**config.mk**
```make
export PLATFORM = sky130hd
export DESIGN_NAME = pcc_scale
export DESIGN_NICKNAME = d
export VERILOG_FILES = /design/src/hdl/pcc_pkg.sv /design/src/hdl/pcc_scale.sv
export SDC_FILE = /design/constraint.sdc
export NUM_CORES = 2
export LEC_CHECK = 0
export BUFFER_PORTS_ARGS = -buffer_cell sky130_fd_sc_hd__buf_4
export CORE_ASPECT_RATIO = 1.75
export CORE_MARGIN = 2
export CORE_UTILIZATION = 55
export DETAILED_ROUTE_END_ITERATION = 8
export PLACE_DENSITY_LB_ADDON = 0.2
export RECOVER_POWER = 25
export SETUP_SLACK_MARGIN = 0.1
export SLEW_MARGIN = 20
export SYNTH_ARGS = -nofsm -noshare
export SYNTH_HDL_FRONTEND = slang
export SYNTH_SLANG_ARGS = --single-unit
```
**constraint.sdc**
```tcl
create_clock -name clock -period 20.7 [get_ports clock]
set_clock_uncertainty 0.1 [all_clocks]
set_input_delay 4.14 -clock clock [delete_from_list [all_inputs] [get_ports clock]]
set_output_delay 4.14 -clock clock [all_outputs]
set_load 0.02 [all_outputs]
```
**src/hdl/pcc_pkg.sv**
```systemverilog
// Package for the polar/Cartesian converter: widths, CORDIC constants, codes.
// No dependencies.
`default_nettype none
package pcc_pkg;
   localparam int DefaultSteps = 24;
   localparam int DefaultDataBits = 32;
   localparam int AccBits = 52;

   typedef enum logic [1:0] {
      FUNC_P2C = 2'd0,
      FUNC_C2P = 2'd1,
      FUNC_JAC = 2'd2,
      FUNC_NONE = 2'd3
   } func_type;

   localparam logic signed [35:0] PiQ29 = 36'sd1686629713;
   localparam logic signed [35:0] HalfPiQ29 = 36'sd843314857;
   localparam logic signed [35:0] TwoPiQ29 = 36'sd3373259426;

   function automatic logic signed [35:0] atan_q29(input int i);
      logic signed [35:0] r;
      case (i)
         0: r = 36'sd421657428;
         1: r = 36'sd248918915;
         2: r = 36'sd131521918;
         3: r = 36'sd66762579;
         4: r = 36'sd33510843;
         5: r = 36'sd16771758;
         6: r = 36'sd8387925;
         7: r = 36'sd4194219;
         8: r = 36'sd2097141;
         9: r = 36'sd1048575;
         10: r = 36'sd524288;
         11: r = 36'sd262144;
         12: r = 36'sd131072;
         13: r = 36'sd65536;
         14: r = 36'sd32768;
         15: r = 36'sd16384;
         16: r = 36'sd8192;
         17: r = 36'sd4096;
         18: r = 36'sd2048;
         19: r = 36'sd1024;
         20: r = 36'sd512;
         21: r = 36'sd256;
         22: r = 36'sd128;
         23: r = 36'sd64;
         24: r = 36'sd32;
         25: r = 36'sd16;
         26: r = 36'sd8;
         27: r = 36'sd4;
         28: r = 36'sd2;
         29: r = 36'sd1;
         30: r = 36'sd1;
         default: r = 36'sd0;
      endcase
      return r;
   endfunction

   // Integer square root by the bit-pair method; elaboration use only.
   function automatic longint unsigned isqrt64(input longint unsigned n);
      longint unsigned res, bit_v, m;
      res = 0;
      m = n;
      bit_v = 64'd1 << 62;
      while (bit_v > m) bit_v = bit_v >> 2;
      while (bit_v != 0) begin
         if (m >= res + bit_v) begin
            m = m - (res + bit_v);
            res = (res >> 1) + bit_v;
         end else begin
            res = res >> 1;
         end
         bit_v = bit_v >> 2;
      end
      return res;
   endfunction

   // Reciprocal of the CORDIC gain in Q30, rounded by a shift-and-subtract division; elaboration use only.
   function automatic longint unsigned gain_q30(input int steps);
      longint unsigned p, s, num, rem, quo;
      p = 64'd1 << 60;
      for (int i = 0; i < steps; i++) p = p + (p >> (2 * i));
      s = isqrt64(p);
      num = (64'd1 << 60) + (s >> 1);
      rem = 0;
      quo = 0;
      for (int b = 63; b >= 0; b--) begin
         rem = (rem << 1) | 64'(num[b]);
         if (rem >= s) begin
            rem = rem - s;
            quo = quo | (64'd1 << b);
         end
      end
      return quo;
   endfunction

   typedef struct packed {
      logic     valid;
      func_type func;
      logic     zero;
      logic     neg_a;
      logic     neg_b;
   } ctl_type;
endpackage
`default_nettype wire

```
**src/hdl/pcc_scale.sv**
```systemverilog
// Gain scaling with rounding and Q16.16 saturation, one registered stage.
// Depends on pcc_pkg.
`default_nettype none
module pcc_scale
   import pcc_pkg::*;
#(
   parameter int Guard = 8,
   parameter longint unsigned Gain = 64'd652032874
) (
   input  wire logic                      clock,
   input  wire logic                      enable,
   input  wire logic signed [AccBits-1:0] value,
   output logic signed [31:0]             result,
   output logic                           sat
);
   localparam int Sh = 30 + Guard;
   logic neg_in, neg_ff;
   logic [AccBits-1:0] mag;
   logic [57:0] hi_in, hi_ff;
   logic [54:0] lo_in, lo_ff;
   logic [63:0] lo_sum, q;
   logic [31:0] gk;

   assign gk = Gain[31:0];
   always_comb begin
      neg_in = value[AccBits-1];
      mag = neg_in ? AccBits'(-value) : AccBits'(value);
      hi_in = 58'(mag >> 24) * 58'(gk);
      lo_in = 55'(mag[23:0]) * 55'(gk) + (55'(1) << (Sh - 1));
   end

   always_ff @(posedge clock) begin
      if (enable) begin
         neg_ff <= neg_in;
         hi_ff <= hi_in;
         lo_ff <= lo_in;
      end
   end

   always_comb begin
      lo_sum = (64'(hi_ff & ((58'(1) << (Sh - 24)) - 58'(1))) << 24) + 64'(lo_ff);
      q = 64'(hi_ff >> (Sh - 24)) + (lo_sum >> Sh);
      sat = 1'b0;
      if (!neg_ff) begin
         if (q > 64'h7FFF_FFFF) begin
            sat = 1'b1;
            result = 32'sh7FFF_FFFF;
         end else begin
            result = q[31:0];
         end
      end else if (q > 64'h8000_0000) begin
         sat = 1'b1;
         result = 32'sh8000_0000;
      end else begin
         result = -q[31:0];
      end
   end
endmodule
`default_nettype wire

```
Yosys cells after proc, flatten, opt, wreduce, memory -nomap -nowiden:

Index checks and enable logic that the tools add are counted.

* $add $sub $neg: 5
* magnitude comparators: 2
* multipliers: 2
* mux-type cells: 7

Operators by type and width (count)
* 32-bit two-way mux: 3
* 28-bit by 29-bit multiplier with 57-bit output (second input constant): 1
* 38-bit by 55-bit adder with 56-bit output: 1
* 54-bit by 38-bit adder with 55-bit output (second input constant): 1
* 24-bit by 29-bit multiplier with 53-bit output (second input constant): 1
* 52-bit two-way mux: 1
* 52-bit negation: 1
* 44-bit by 18-bit adder with 45-bit output: 1
* 45-bit by 31-bit greater-than comparator with 1-bit output (second input constant): 1
* 45-bit by 32-bit greater-than comparator with 1-bit output (second input constant): 1
* 32-bit negation: 1
* 1-bit two-way mux: 3

* bits of input ports: 54
* output and inout bits: 33
* logic and storage cells: 19
* bits in registers: 113

Logic depth before layout (Yosys ltp):

* word-level depth: 5
* mapped depth: 38
* depth with buffers taken out: 37

Least setup slack after synthesis:

Ideal clock, no wire load.

* path kind: input to register
* start point: in value[5]
* end point: reg hi_ff[57] (data pin)
* slack: 6009 ps
* data arrival time: 14326 ps
* path buffers: 2
* data required time: 20335 ps
* cell stages on the path: 31
* cells stage by stage: or4_4 or3_4 nor2_1 nand2_1 or4_4 or4_1 buf_2 or4_4 or3_4 nor4b_1 ha_1 inv_1 fa_1 inv_1 fa_1 fa_1 fa_1 fa_1 fa_1 ha_1 clkbuf_1 a21oi_1 nor2b_1 o21ai_0 nand2b_1 a21o_1 a21o_1 o41ai_1 o21ai_0 a221oi_1 xnor2_1

* longest elaborated chain between the ends: 3

RTL lines
* start: declaration: line pcc_scale.sv:12 `input wire logic signed [AccBits-1:0] value,`
* 52-bit negation: line pcc_scale.sv:27 `mag = neg_in ? AccBits'(-value) : AccBits'(value);`
* 52-bit two-way mux: line pcc_scale.sv:27
* 28-bit by 29-bit multiplier with 57-bit output: line pcc_scale.sv:28 `hi_in = 58'(mag >> 24) * 58'(gk);`
* named net hi_in[57]: line pcc_scale.sv:19 `logic [57:0] hi_in, hi_ff;`
* end signal: assignment: line pcc_scale.sv:35 `hi_ff <= hi_in;`
* end: declaration: line pcc_scale.sv:19

The timed path passes the listed nets, and every way through them passes these cells.
A chain may end at the register's enable or synchronous reset.

Worst setup path after layout:

* start point: in value[51]
* end point: reg lo_ff[53] (data pin)

* longest elaborated chain between the ends: 3

RTL lines
* 52-bit two-way mux: line pcc_scale.sv:27
* 24-bit by 29-bit multiplier with 53-bit output: line pcc_scale.sv:29 `lo_in = 55'(mag[23:0]) * 55'(gk) + (55'(1) << (Sh - 1));`
* 54-bit by 38-bit adder with 55-bit output: line pcc_scale.sv:29
* named net lo_in[53]: line pcc_scale.sv:20 `logic [54:0] lo_in, lo_ff;`
* end signal: assignment: line pcc_scale.sv:36 `lo_ff <= lo_in;`
* end: declaration: line pcc_scale.sv:20

The timed path passes the listed nets, and every way through them passes these cells.

==> flow_results.org <==
** Route
- The pre-antenna-repair detailed-routing pass consisted of 6 iterations.
- Dividing the detail-routed wire length by the instance count gives 26.46 µm.
- Sum of routed wire segments on met1 :: 32.35 mm
- The first routing iteration left 1322 violations.
- Average via count per standard cell :: 5.807
- Wires add up to 117.5 mm.
- Routed wl met2 :: 62.29 mm
- Via count :: 25780
- DRC viols :: 0
- Top Layer Used :: met5
- Final ANT Viol Nets :: 0
- Wire length on met3 :: 5.544 mm

** Flow run
- Max cap viols :: 2

** Yosys
- Of the synthesized area, sequential elements account for 7.691%.
- In the synthesized netlist the async set-or-reset flop fraction comes to 0%.
- Among all flip-flop cells after synthesis, the most frequent one is sky130_fd_sc_hd__edfxtp_1.
- Avg Cell Area, Syn :: 9.653 µm²
- Synthesis handed over a netlist of 3559 instances.
- Area share of the largest cell type after synthesis :: 38.05%
- Synthesized cell area :: 34360 µm²
- #FFs+latches synth :: 88
- The netlist uses 78 different library cells.
- Counting flops with a built-in enable in the synthesized netlist gives 88.
- Yosys warning count :: 0
- Synthesized net count :: 4809
- Biggest area contributors in the synthesized netlist :: sky130_fd_sc_hd__fa_1 (38%), sky130_fd_sc_hd__ha_1 (20%), sky130_fd_sc_hd__inv_1 (11%)
- Of all cell types, the one taking the most synthesized area is sky130_fd_sc_hd__fa_1.

** Clocking
- TritonCTS built the clock tree.
- Once the clock tree was built, the resizer swapped 0 gates to a different size.
- Post-CTS Setup Inserts :: 0
- CTS built an H-tree with a depth of 3.
- Num Clock Sinks :: 88
- Clock slew at the register clock pins of the worst setup and hold paths :: 80 ps
- # hold bufs at CTS :: 0
- Maximum number of buffers from clock root to sink :: 2
- Master cell of the clock root buffer :: sky130_fd_sc_hd__clkbuf_16
- Counting the buffers created by CTS gives 9.

** Floorplan
- Starting density of the core :: 55.35%
- Row generation in the floorplan step produced 121 rows.
- The floorplan step defined a die boundary enclosing 64560 µm².
- In this run the standard cell core region covers 62070 µm².
- Ports :: 87
- Vertical die dimension :: 334.6 µm
- The floorplan step set the die width to 192.9 µm.

** Hold path
- The worst hold path begins at value[25].
- In this run the worst hold path is classified as in2reg.

** Global route
- Global routing used 38.89% of the available tracks across all layers.
- Vias in the first global route :: 29280
- Residual overflow from global routing :: 0
- Number of antenna violations at the first check in global routing :: 2
- Wire length of the first global-routing pass :: 178.6 mm
- Entering global routing, the biggest net connects 89 pins.

** Outcome
- Status :: finished with violations
- The final reports fail on capacitance limit, slew limit.

** Timing
- Fmax :: 64.56 MHz
- Slew @ Worst Pin :: 4892 ps
- Subtracting the final worst setup slack from the clock period gives 15490 ps.
- Setup repair after global routing missed its margin :: false
- Headroom to the max-slew limit came out at -226.1%.
- The final max-slew violation count was 143.
- Setup violations remaining at the end of the flow were counted as 0.
- The final hold violation count is 0.
- Summed over all failing endpoints, the final setup total negative slack is 0 ps.
- Final clock period utilization by the worst path :: 74.83%

** Placement
- DP Wirelength :: 102.1 mm
- At the end of routability-driven placement, the weighted congestion stood at 1.056.
- The number of placed instances, taps included, is 4424.
- The count of buffers added on input and output ports is 86.

** Cells and area
- Final cell count without fillers :: 4440
- Most common library cell in the layout ignoring fill and taps :: sky130_fd_sc_hd__inv_1
- The repair_antennas step left the layout with diodes totalling 0.
- Synthesis-to-finish area growth :: 5.780%
- Final-stage net count :: 4886
- Commonest cells after routing, fill and taps aside :: sky130_fd_sc_hd__inv_1 (984), sky130_fd_sc_hd__fa_1 (653), sky130_fd_sc_hd__ha_1 (543)
- Share of post-route cells with drive strength above 1 :: 5.026%

** Worst setup path
- CP endpoint kind :: flip-flop
- Stage delay of the slowest cell on the critical path :: 1890 ps
- In this run the worst path has a maximum fanout of 53.
- The slowest stage of the critical path is the sky130_fd_sc_hd__clkbuf_1 cell.
- In this design, the critical path's most frequently occurring cell is sky130_fd_sc_hd__fa_1.
- The worst setup path is launched from an input pin.
- STA puts the critical path data required time at 20680 ps.
- Critical path class :: in2reg
- Tracing the worst setup path back leads to its startpoint at value[51].
- At the worst endpoint, the arrival time is 15470 ps.
[state kept, by name, summed over array words and instances (netlist names)]
name and count:
hi_ff 57, lo_ff 30, neg_ff 1
[worst paths after layout]
check	end	slack (ps)	cells past startpoint
min	hi_ff[2]	4260	3
max	lo_ff[53]	5210	28
[cell type report]
type	count	area, µm²
multi-input cells	2442	27910
fillers	5672	25730
inverters	985	3697
flip-flops and latches	88	2643
well taps	799	999.7
repair buffers	110	818.3
clock buffers	9	225.2
clock inverters	7	53.80
[layer usage]
metal | track usage [%] | up-vias
li1 | - | 11530
met3 | 7.274 | 593
met2 | 70.87 | 923
met5 | 0 | -
met1 | 32.48 | 12740
met4 | 42.84 | 2
[critical path, delay by kind of cell]
kind            cells  cell delay (ps)
fa+ha+maj           9             4690
buf+inv             5             2250
compound gates      6             1720
mux                 1              290
xor+xnor            3             1240
simple gates        4             1040
[through the flow]
stage          cell area [µm²]  setup slack, ps  hold slack, ps  utilization (%)
6_report                 36340             5210            4265            58.55
5_1_grt                  36340             4694            4258            58.55
4_1_cts                  36330             5726            4217            58.54
3_5_place_dp             36060             5402            4605            58.09
3_3_place_gp             36050             5223            4598            58.07
2_1_floorplan            34360             6009            4139                -
[Yosys cell counts, types with 35 or more instances]
cell,number
sky130_fd_sc_hd__nand4_1,35
sky130_fd_sc_hd__xnor2_1,141
sky130_fd_sc_hd__ha_1,543
sky130_fd_sc_hd__nand3_1,49
sky130_fd_sc_hd__clkbuf_1,39
sky130_fd_sc_hd__nor2_1,109
sky130_fd_sc_hd__a21oi_1,141
sky130_fd_sc_hd__nand2_1,120
sky130_fd_sc_hd__o21ai_0,93
sky130_fd_sc_hd__a21o_1,76
sky130_fd_sc_hd__inv_1,984
sky130_fd_sc_hd__edfxtp_1,88
sky130_fd_sc_hd__xor2_1,62
sky130_fd_sc_hd__fa_1,653
[kinds of logic after synthesis]
kind of cell | synth area share, %
adder cells (fa/ha/maj) | 57.82
AO/OA/AOI/OAI | 9.807
buffers and inverters | 11.26
XOR/XNOR | 5.175
AND/OR/NAND/NOR | 7.903
multiplexers | 0.3423
flip-flops | 7.691
Power is left out: the tool's default activity adds up to more than one toggle a clock period on the data nets, which glitch-free logic cannot reach.
